<file path="config.mk">
export PLATFORM = sky130hd
export DESIGN_NAME = p1305_front
export DESIGN_NICKNAME = d
export VERILOG_FILES = /design/src/rtl/p1305_pkg.sv /design/src/rtl/p1305_front.sv
export SDC_FILE = /design/constraint.sdc
export NUM_CORES = 1
export LEC_CHECK = 0
export BUFFER_PORTS_ARGS = -buffer_cell sky130_fd_sc_hd__buf_2
export CAP_MARGIN = 25
export CORE_AREA = 8 8 97 99
export DETAILED_ROUTE_END_ITERATION = 16
export DIE_AREA = 0 0 105 107
export SETUP_SLACK_MARGIN = 0.15
export SYNTH_ARGS = -nofsm -noshare
export SYNTH_HDL_FRONTEND = slang
export SYNTH_SLANG_ARGS = --single-unit
export TNS_END_PERCENT = 50
</file>
<file path="constraint.sdc">
create_clock -name vclk -period 1.5
set_input_delay 0.075 -clock vclk [all_inputs]
set_output_delay 0.075 -clock vclk [all_outputs]
set_load 0.1 [all_outputs]
</file>
<file path="src/rtl/p1305_pkg.sv">
// ----------------------------------------------------------------------------
// Poly1305 MAC package
// Shared widths, clamp masks, register indexes, state codes and the types
// that pass between the front end, the queue and the arithmetic core.
// ----------------------------------------------------------------------------
package p1305_pkg;

  localparam int unsigned NumLimbs = 5;
  localparam int unsigned LimbW    = 26;
  localparam int unsigned AccW     = 27;
  localparam int unsigned SumW     = 28;
  localparam int unsigned CoefW    = 29;
  localparam int unsigned ProdW    = 57;
  localparam int unsigned DigW     = 62;
  localparam int unsigned CarryW   = 36;
  localparam int unsigned BlkW     = 129;

  localparam logic [63:0] ClampLow  = 64'h0fff_fffc_0fff_ffff;
  localparam logic [63:0] ClampHigh = 64'h0fff_fffc_0fff_fffc;
  localparam logic [4:0]  FullBlockBytes = 5'd16;

  typedef enum logic [1:0] {
    REG_KEY_R_LOW  = 2'd0,
    REG_KEY_R_HIGH = 2'd1,
    REG_KEY_S_LOW  = 2'd2,
    REG_KEY_S_HIGH = 2'd3
  } p1305_reg_e;

  typedef enum logic [5:0] {
    ST_IDLE = 6'b000001,
    ST_MUL  = 6'b000010,
    ST_SUM  = 6'b000100,
    ST_WRAP = 6'b001000,
    ST_FIN1 = 6'b010000,
    ST_FIN2 = 6'b100000
  } p1305_state_e;

  typedef struct packed {
    logic [BlkW-1:0] blk;
    logic            absorb;
    logic            last;
  } p1305_item_t;

  typedef struct packed {
    logic full;
    logic empty;
  } p1305_fifo_st_t;

  typedef struct packed {
    logic idle;
    logic fin;
  } p1305_core_st_t;

endpackage

</file>
<file path="src/rtl/p1305_front.sv">
// ----------------------------------------------------------------------------
// Poly1305 front end
// Accepts message blocks, masks unused bytes, appends the pad bit and drops
// items that neither absorb data nor finish a message.
// ----------------------------------------------------------------------------
module p1305_front (
  input  logic [63:0]                block_low_i,
  input  logic [63:0]                block_high_i,
  input  logic [4:0]                 block_bytes_i,
  input  logic                       last_i,
  input  logic                       in_valid_i,
  output logic                       in_ready_o,
  input  p1305_pkg::p1305_fifo_st_t  fifo_st_i,
  output logic                       push_o,
  output p1305_pkg::p1305_item_t     item_o
);
  import p1305_pkg::*;

  logic [4:0]      nbytes;
  logic [127:0]    data;
  logic [BlkW-1:0] blk;

  always_comb begin
    nbytes = (block_bytes_i > FullBlockBytes) ? FullBlockBytes : block_bytes_i;
    data   = {block_high_i, block_low_i};
    blk    = '0;
    for (int b = 0; b < 16; b++) begin
      if (5'(b) < nbytes) begin
        blk[8*b +: 8] = data[8*b +: 8];
      end
    end
    for (int b = 0; b <= 16; b++) begin
      if (5'(b) == nbytes) begin
        blk[8*b] = 1'b1;
      end
    end
  end

  assign in_ready_o    = !fifo_st_i.full;
  assign push_o        = in_valid_i && in_ready_o && ((nbytes != 5'd0) || last_i);
  assign item_o.blk    = blk;
  assign item_o.absorb = (nbytes != 5'd0);
  assign item_o.last   = last_i;

endmodule

</file>
* Word-level counts from Yosys, hierarchy flattened *
Cells that the tools add are included.

cells by class
  add/subtract/negate cells = 0
  $mul = 0
  divide/modulo/power cells = 0
  $lt $le $gt $ge = 17
  equal/unequal tests = 16
  shifts and indexed selects = 0
  multiplexer cells = 34
  bitwise logic cells = 0
  reductions and logical operators = 6

operators with widths
  kind                                                   count
  two-way mux 8 bit                                      16
  == test 4 x 5 -> 1 bit (first input constant)          8
  < comparator 4 x 5 -> 1 bit (first input constant)     8
  == test 3 x 5 -> 1 bit (first input constant)          4
  < comparator 3 x 5 -> 1 bit (first input constant)     4
  two-way mux 1 bit                                      17
  == test 2 x 5 -> 1 bit (first input constant)          2
  < comparator 1 x 5 -> 1 bit (first input constant)     2
  < comparator 2 x 5 -> 1 bit (first input constant)     2
  == test 1 x 5 -> 1 bit (first input constant)          1
  == test 5 bit (first input constant)                   1
  greater-than comparator 5 bit (second input constant)  1
  logical NOT 5 bit                                      1
  two-way mux 5 bit                                      1
  nonzero test 5 bit                                     1
  logical AND 1 bit                                      2
  logical NOT 1 bit                                      1
  logical OR 1 bit                                       1

storage, ports and cells
  register bits = 0
  bits in latches = 0
  bits in writable memories = 0
  ROM bits = 0
  input port bits = 137
  output and inout bits = 133
  memories = 0

* Longest topological paths before layout *
  depth after elaboration = 5
  depth in mapped cells = 5
  depth with buffers taken out = 3

* Worst setup path before layout *
No wires, ideal clock.

  path type = input-to-output
  start = input block_bytes_i[4]
  end = output item_o[106] in the netlist's numbering
  arrival time = 2734 ps
  slack = -1309 ps
  stages = 5
  cell sequence = buf_4 buf_2 nor3b_1 a21oi_1 o21ai_0

RTL lines
  item             line               RTL
  start, declared  p1305_front.sv:9   input logic [4:0] block_bytes_i,
  end, declared    p1305_front.sv:15  output p1305_pkg::p1305_item_t item_o

==> results.cfg <==
[grt]
grt_usage_pct = 15.6
gr-total-overflow = 0
grt_pass1_vias = 2614
grt_pass1_wl_um = 14400
grt_max_degree = 25
antenna_found_initial = 0

[cells_and_area]
area_growth_pct = 314
final.clkbuf_count = 0
design_area_um2 = 4880
insertedDiodeCount = 0
fin_cells = 579
regArea_um2 = 0
final_layout_size_suffix_gt1_share_pct = 85.7
n_sequential_cell = 0
fin_nets = 613

[setup_path]
crit_top_cell = buf_2
arrival_ps = 1250
worstSetupPathType = primary input to output port
cp.required_ps = 1420
cp_cell_sequence = buf_2, or2_2, a21oi_2, buf_12, nor2b_4, buf_2
worst_setup_path_end_kind = output port
slowest_delay_ps = 340
path_max_fanout = 7
cpMaxStageDelayCell = or2_2
cp-start-kind = primary input

[timing]
fin_crit_ps = 1330
fin_crit_sh_pct = 88.4
fin_tns_setup_ps = 0
slew_headroom_pct = 66.3
slew_viol_final = 0
max_clock_freq_mhz = 754
rsz0062_at_grt = yes
final-setup-viol-count = 0
tightest_slew_ps = 510
hold_violations = 0

[die]
die_area_um2 = 11200
die_x_um = 105
core-area_um2 = 7930
start_util_pct = 14.9
fp.dieH_um = 107
boundaryPins = 270
rows = 33

[synthesis]
synth_common_cells = nor2b_1 (84), and2_1 (28), nor2_1 (14)
yosysSeqAreaShare_pct = 0
yosys_warnings = 0
synthTopCellsByArea = nor2b_1 (44%), and2_1 (15%), nor2_1 (4.4%), a21oi_2 (3.7%), buf_2 (3.4%)
synth.distinct_cells = 31
synth_top_area_share_pct = 44.5
synth_area_um2 = 1180
synth.most_common_cell = nor2b_1
syn_inst = 192
postSynthAreaPerCell_um2 = 6.15
syn_nets = 329
synth_top_cell_by_area = nor2b_1

[route]
vias = 2396
dr.pass1.iters = 4
wl_um = 9850
avgViaCountPerCell = 4.14
wl_per_cell_um = 17.0
drt_iter0_markers = 55
ant_nets = 0
drc = 0

[power_and_ir_drop]
peakVddDrop_v = 0.000375
pwr_density_cell_nw_per_um2 = 687
power.leakage_nw = 2.46

[placement]
numPortBuffers = 269
dp_cells = 576
dpl_cell_area_um2 = 4780
dp.final_hpwl_um = 9120
place.gp.congestion = 0.772

[job]
maxCapViolCount = 0

[worst_hold_path]
hp-class = primary input to output port

[run_status]
status = completed

[clock_tree]
cts-hold-fix-buffers = 0
[kinds of logic (layout without fill, tap and decap cells)]
family,Yosys count,after routing,share of synthesized area [%]
AND/OR/NAND/NOR,147,147,74.9
AO/OA/AOI/OAI,27,27,16.8
buffers and inverters,17,299,7.31
multiplexers,1,1,0.953
[through the flow]
stage / worst slack [ps] / power, mW / util [%] / hold WS [ps]
2_1_floorplan: -267 / 2.17 / - / 354
3_3_place_gp: 113 / 3.31 / 60.2 / 521
3_5_place_dp: 109 / 3.34 / 60.2 / 524
4_1_cts: 129 / 3.36 / 60.7 / 525
5_1_grt: 127 / 3.45 / 61.6 / 527
6_report: 174 / 3.36 / 61.6 / 523
[per-layer routing]
layer / GRT usage (%) / routed length [um] / vias up
met3: 5.94 / 936 / 4
li1: - / - / 1176
met1: 14.1 / 3180 / 1078
met5: 0 / 0 / -
met2: 33.1 / 5700 / 138
met4: 0.714 / 37 / 0
[where the power goes]
group	total, mW	internal, mW	leakage, nW	switching [mW]
combinational	3.36	1.12	2.46	2.23
sequential	0	0	0	0
clock	0	0	0	0
[final cells by class]
type / instances / area (um2)
multi-input cells: 175 / 1590
well taps: 105 / 131
repair buffers: 296 / 3150
fillers: 646 / 3040
inverters: 3 / 11.3
[worst max-delay path, delay by kind of cell]
kind | cells | cell delay, ps
AO/OA/AOI/OAI | 1 | 190
buffers and inverters | 3 | 600
AND/OR/NAND/NOR | 2 | 380
[what timing repair did]
| action | 4_1_cts | 5_1_grt |
|---|---|---|
| gates resized for setup | 13 | 19 |
| setup buffers | 0 | 1 |
| setup endpoints to repair | 27 | 39 |
| gates cloned | 0 | 2 |
| pin swaps | 0 | 2 |
[cell usage in the layout, fill, tap and decap left out, types with 3 or more instances in the layout]
cell type,count
buf_2,155
buf_12,103
nor2b_4,40
nor2b_2,37
buf_4,34
and2_1,21
nor2_1,7
and2_2,7
nor2b_1,7
a21oi_1,6
nand2_1,6
nor2_4,4
a21oi_2,3
inv_1,3
nor2_2,3
[final timing paths]
| check | from | to | slack [ps] | depth (start not counted) |
|---|---|---|---|---|
| hold / removal | block_high_i[50] | item_o[116] | 520 | 3 |
| setup / recovery | block_bytes_i[1] | item_o[75] | 170 | 6 |
(Power assumes the default switching activity.)
