[src/rtl/p1305_pkg.sv]
// ----------------------------------------------------------------------------
// Poly1305 MAC package
// Shared widths, clamp masks, register indexes, state codes and the types
// that pass between the front end, the queue and the arithmetic core.
// ----------------------------------------------------------------------------
package p1305_pkg;

  localparam int unsigned NumLimbs = 5;
  localparam int unsigned LimbW    = 26;
  localparam int unsigned AccW     = 27;
  localparam int unsigned SumW     = 28;
  localparam int unsigned CoefW    = 29;
  localparam int unsigned ProdW    = 57;
  localparam int unsigned DigW     = 62;
  localparam int unsigned CarryW   = 36;
  localparam int unsigned BlkW     = 129;

  localparam logic [63:0] ClampLow  = 64'h0fff_fffc_0fff_ffff;
  localparam logic [63:0] ClampHigh = 64'h0fff_fffc_0fff_fffc;
  localparam logic [4:0]  FullBlockBytes = 5'd16;

  typedef enum logic [1:0] {
    REG_KEY_R_LOW  = 2'd0,
    REG_KEY_R_HIGH = 2'd1,
    REG_KEY_S_LOW  = 2'd2,
    REG_KEY_S_HIGH = 2'd3
  } p1305_reg_e;

  typedef enum logic [5:0] {
    ST_IDLE = 6'b000001,
    ST_MUL  = 6'b000010,
    ST_SUM  = 6'b000100,
    ST_WRAP = 6'b001000,
    ST_FIN1 = 6'b010000,
    ST_FIN2 = 6'b100000
  } p1305_state_e;

  typedef struct packed {
    logic [BlkW-1:0] blk;
    logic            absorb;
    logic            last;
  } p1305_item_t;

  typedef struct packed {
    logic full;
    logic empty;
  } p1305_fifo_st_t;

  typedef struct packed {
    logic idle;
    logic fin;
  } p1305_core_st_t;

endpackage

[src/rtl/p1305_fifo.sv]
// ----------------------------------------------------------------------------
// Poly1305 item queue
// Short first-in first-out queue between the front end and the core.
// ----------------------------------------------------------------------------
module p1305_fifo #(
  parameter int unsigned Depth = 2
) (
  input  logic                       clk_i,
  input  logic                       rst_ni,
  input  logic                       push_i,
  input  p1305_pkg::p1305_item_t     item_i,
  input  logic                       pop_i,
  output p1305_pkg::p1305_item_t     item_o,
  output p1305_pkg::p1305_fifo_st_t  st_o
);
  import p1305_pkg::*;

  localparam int unsigned PtrW = (Depth > 1) ? $clog2(Depth) : 1;
  localparam int unsigned CntW = $clog2(Depth + 1);

  p1305_item_t     mem_q [Depth];
  logic [PtrW-1:0] wr_ptr_q, wr_ptr_d;
  logic [PtrW-1:0] rd_ptr_q, rd_ptr_d;
  logic [CntW-1:0] cnt_q, cnt_d;

  always_comb begin
    wr_ptr_d = wr_ptr_q;
    rd_ptr_d = rd_ptr_q;
    cnt_d    = cnt_q;
    if (push_i) begin
      wr_ptr_d = (wr_ptr_q == PtrW'(Depth - 1)) ? '0 : wr_ptr_q + 1'b1;
    end
    if (pop_i) begin
      rd_ptr_d = (rd_ptr_q == PtrW'(Depth - 1)) ? '0 : rd_ptr_q + 1'b1;
    end
    case ({push_i, pop_i})
      2'b10:   cnt_d = cnt_q + 1'b1;
      2'b01:   cnt_d = cnt_q - 1'b1;
      default: cnt_d = cnt_q;
    endcase
  end

  always_ff @(posedge clk_i or negedge rst_ni) begin
    if (!rst_ni) begin
      wr_ptr_q <= '0;
      rd_ptr_q <= '0;
      cnt_q    <= '0;
    end else begin
      wr_ptr_q <= wr_ptr_d;
      rd_ptr_q <= rd_ptr_d;
      cnt_q    <= cnt_d;
    end
  end

  always_ff @(posedge clk_i) begin
    if (push_i) begin
      mem_q[wr_ptr_q] <= item_i;
    end
  end

  assign item_o   = mem_q[rd_ptr_q];
  assign st_o.full  = (cnt_q == CntW'(Depth));
  assign st_o.empty = (cnt_q == '0);

endmodule

[config.mk]
export PLATFORM = sky130hd
export DESIGN_NAME = p1305_fifo
export DESIGN_NICKNAME = d
export VERILOG_FILES = /design/src/rtl/p1305_pkg.sv /design/src/rtl/p1305_fifo.sv
export SDC_FILE = /design/constraint.sdc
export NUM_CORES = 1
export LEC_CHECK = 0
export ABC_AREA = 1
export ABC_CLOCK_PERIOD_IN_PS = 6600
export BUFFER_PORTS_ARGS = -buffer_cell sky130_fd_sc_hd__buf_2
export CAP_MARGIN = 40
export CORE_AREA = 3 3 152 154
export DETAILED_ROUTE_END_ITERATION = 7
export DIE_AREA = 0 0 155 157
export GPL_TIMING_DRIVEN = 0
export PLACE_DENSITY = 0.83
export SLEW_MARGIN = 20
export SYNTH_ARGS = -nofsm -noshare
export SYNTH_HDL_FRONTEND = slang
export SYNTH_SLANG_ARGS = --single-unit
[constraint.sdc]
create_clock -name clk_i -period 6.6 [get_ports clk_i]
set_clock_uncertainty 0.15 [all_clocks]
set_input_delay 1.32 -clock clk_i [delete_from_list [all_inputs] [get_ports clk_i]]
set_output_delay 1.32 -clock clk_i [all_outputs]
set_load 0.03 [all_outputs]
# After elaboration in Yosys (flattened, before gate mapping)
# Memory sizes are Yosys's and may differ from the RTL's.
# Cells that the tools add are included.
# op_classes
addsub,4
eq_ne,3
mux,5
reduce_logical,2
# op_table
operator,count
$eq A2 B2 Y1 const B,2
$mux W1,4
$pmux W2 S2,1
$add A1 B1 Y1 const B,2
$add A2 B1 Y2 const B,1
$eq A2 B1 Y1 const B,1
$logic_not A2 Y1,1
$reduce_bool A2 Y1,1
$sub A2 B1 Y2 const B,1
# totals
reg_bits,4
ramBits,262
out_inout_bits,133
word_cells,18
memories,1
# memory_table
memory,depth,word_bits,read_ports,rd_clocked_by_memory_dff,write_ports,line_no,source
mem_q,2,131,1,0,1,p1305_fifo.sv:21,p1305_item_t mem_q [Depth];

# Depth between registers and ports, before layout
# logic_depth
ltp_word,2
depth_mapped,7

# Least setup slack after synthesis
# No wires, ideal clock.
# synth_path
path_kind,input-to-reg
startpoint,input port push_i
endpoint,memory mem_q[0][0] in the netlist's numbering (enable)
setup_time_ns,0.626
t_arrival_ns,6.865
path_slack_ns,-1.041
stages,2
n_path_buf,0
path_cell_list,inv_1 -> nor2_1
# synth_via
elab_chain_cells,2
# synth_lines
item,line_no,source
from (decl),p1305_fifo.sv:10,"input logic push_i,"
$mux W1,p1305_fifo.sv:56,if (push_i) begin
$mux W1 (implied by the code),p1305_fifo.sv:57,mem_q[wr_ptr_q] <= item_i;
to (decl),p1305_fifo.sv:21,
# Every way passes these cells.

==> flow_metrics.py <==
metrics = {
    "synth": {
        "syn_area_per_cell_sq_um": 14.4,
        "ys_seq_area_share_pct": 78.2,
        "synth_area_leaders": "edfxtp_1 77%, inv_1 5.0%, nand2_1 5.0%",
        "synth_largest_area_cell": "edfxtp_1",
        "async_flop_share_pct": 1.50,
        "synth_seq_cells": 266,
        "synthTopCellsByCount": "262 x edfxtp_1, 137 x inv_1, 136 x nand2_1, 85 x o21ai_0, 42 x o21ai_2",
        "netlist_area_sq_um": 10200,
        "syn_inst": 708,
        "synth_cell_type_count": 18,
        "synth.most_common_cell": "edfxtp_1",
        "synth_top_flop_cell": "edfxtp_1",
        "synth-edff-count": 262,
        "syn_nets": 844,
        "synth_top_area_share_pct": 77.2,
        "synth_warnings": 0,
    },
    "setup_path": {
        "critPathBufInv": 3,
        "cp_max_fo": 10,
        "criticalPathCategory": "flop to primary output",
        "crit_family": "buffers and inverters",
        "cpPeakStageDelay_ns": 0.41,
        "path_cells": "buf_6 -> clkbuf_1 -> o21ai_0 -> buf_2",
        "endpoint_kind": "primary output",
        "reg2reg_depth": 5,
        "rr_endpoint": "mem_q[0][40]",
        "critPathSlowestCell": "clkbuf_1",
        "path_depth": 4,
        "ff2ff_setup_slack_ns": 4.49,
        "required_ns": 5.13,
        "arrival_ns": 1.97,
        "r2r-start": "wr_ptr_q",
        "startpoint_type": "flop",
    },
    "routing": {
        "viasPerCell": 4.84,
        "drt-wirelength-per-cell_microns": 17.0,
        "ant_nets": 0,
        "via_count": 6342,
        "routed_wl_microns": 22300,
        "drc": 0,
        "drt_first_pass_iters": 4,
        "drt_iter0_drc": 325,
    },
    "die": {
        "io-pin-count": 268,
        "start_util_pct": 46.7,
        "rows": 54,
        "dieArea_sq_um": 24300,
        "die_height_microns": 157,
        "core-area_sq_um": 21800,
        "die_w_microns": 155,
    },
    "placed_design": {
        "port-buffer-count": 267,
        "place_area_sq_um": 12100,
        "dp_hpwl_microns": 15600,
        "globalplace.congestion": 0.747,
    },
    "hold_path": {
        "hp-class": "flop to flop",
        "hold_path_depth": 2,
        "min_from": "cnt_q[1]",
        "holdPathEnd": "cnt_q[1]",
    },
    "timing": {
        "layout_min_cycle_time_ns": 3.44,
        "relSlewSlack_pct": 65.6,
        "rsz0062_at_grt": "false",
        "final_hold_viol_count": 0,
        "fin_setup_tns_ns": 0,
        "slew_violations": 0,
        "fmax_mhz": 291,
        "tightestPinTransition_ns": 0.516,
        "fin_crit_sh_pct": 52.1,
        "setup_viol": 0,
    },
    "global_routing": {
        "antenna_found_initial": 4,
        "grt_pass1_vias": 6646,
        "grt.overflow.total": 0,
        "grt_util_all_layers_pct": 17.9,
        "grt_pass1_wl_microns": 34200,
        "grt_max_degree": 85,
    },
    "final_layout": {
        "num-fill-cells": 1668,
        "final_area_sq_um": 13000,
        "nets": 1148,
        "syn2layout_area_growth_pct": 27.2,
        "drive_gt1_share_pct": 36.6,
    },
    "clocking": {
        "cts_buffers": 27,
        "cts_setup_buffers": 0,
        "cts_tree": "built",
        "cts_buffer_depth": 3,
        "cts_root_buf": "clkbuf_16",
        "ctsHoldBuffers": 0,
        "clock_latency_ns": 0.52,
        "cts_resized": 0,
        "clkSlewWorstSetupHoldPaths_ns": 0.07,
        "cts.sinks": 266,
        "cts-htree-levels": 1,
    },
    "pwr": {
        "leakagePower_nw": 5.55,
        "p_per_area_nw_per_um2": 494,
        "peakVddDrop_uv": 304,
    },
    "job": {
        "maxCapViolations": 0,
    },
    "run_status": {
        "status": "finished clean",
    },
}
==> placed cells by master, fill, tap and decap left out, types with 4 or more instances in the layout <==
cell type	count
inv_1	136
dfrtp_1	4
buf_12	9
buf_2	267
o21ai_0	85
nand2_1	136
buf_16	6
o21ai_1	4
buf_6	8
edfxtp_1	262
o21ai_2	42
clkbuf_16	27
clkbuf_1	15
==> state kept, by name (all words and copies together), names as in the netlist <==
signal / count
cnt_q: 2
mem_q: 262
wr_ptr_q: 1
rd_ptr_q: 1
==> area by class of cell <==
type | instances | area (sq um) | share of cell area (%)
diodes | 1 | 2.50 | 0.0193
plain buffers | 29 | 322 | 2.48
clock buffers | 35 | 726 | 5.60
clock inverters | 12 | 145 | 1.12
inverters | 137 | 522 | 4.02
multi-input cells | 276 | 1390 | 10.7
flip-flops and latches | 266 | 7970 | 61.5
well taps | 280 | 350 | 2.70
repair buffers | 275 | 1540 | 11.9
==> layer usage <==
layer	up-vias	track usage, %	routed length, microns
met5	-	0	29
li1	3020	-	-
met3	76	4.76	1720
met2	251	31.6	11400
met4	6	7.78	946
met1	2989	20.6	8200
==> stage by stage <==
stage	util (%)	total power (W)	cells	setup slack (ns)	hold slack, ns
finish	59.4	0.00640	1311	3.16	0.398
global route	59.4	0.00673	1311	3.05	0.422
CTS	59.4	0.00648	1310	3.12	0.410
detailed placement	55.4	0.00498	1263	3.42	0.394
global placement	54.4	0.00490	1255	-0.738	0.336
floorplan	-	0.00413	708	1.25	0.313
==> kinds of logic (layout without fill, tap and decap cells) <==
group                      count (synthesis)  in the layout  synth area share (%)
adders and majority gates                  1              1                 0.123
xor gates and xnor gates                   3              3                 0.258
DFF                                      266            266                  78.2
and+or+nand+nor                          141            141                  5.23
AOI/OAI and AO/OA                        131            131                  7.98
other                                      0              1                     0
buffers and inverters                    166            488                  8.20
==> how the worst max path moves through the flow <==
stage	start	to
6_report	rd_ptr_q	item_o[48]
2_1_floorplan	push_i	mem_q[0][0]
5_1_grt	rd_ptr_q	item_o[65]
3_5_place_dp	push_i	mem_q[0][40]
3_3_place_gp	push_i	mem_q[0][13]
4_1_cts	rd_ptr_q	item_o[11]
==> where the power goes <==
group / total, W / switching [W] / leakage (nW) / internal [W]
registers: 0.00232 / 0.0000807 / 2.51 / 0.00224
clock network: 0.00149 / 0.000596 / 0.427 / 0.000891
logic: 0.00260 / 0.00185 / 2.61 / 0.000748
==> worst register-to-register path: cells and delay by family, from the launching register on <==
family	cells	cell delay (ns)
flip-flops	1	0.44
AND/OR/NAND/NOR	1	0.42
buffers and inverters	4	0.78
Power figures use the tool's default switching activity.
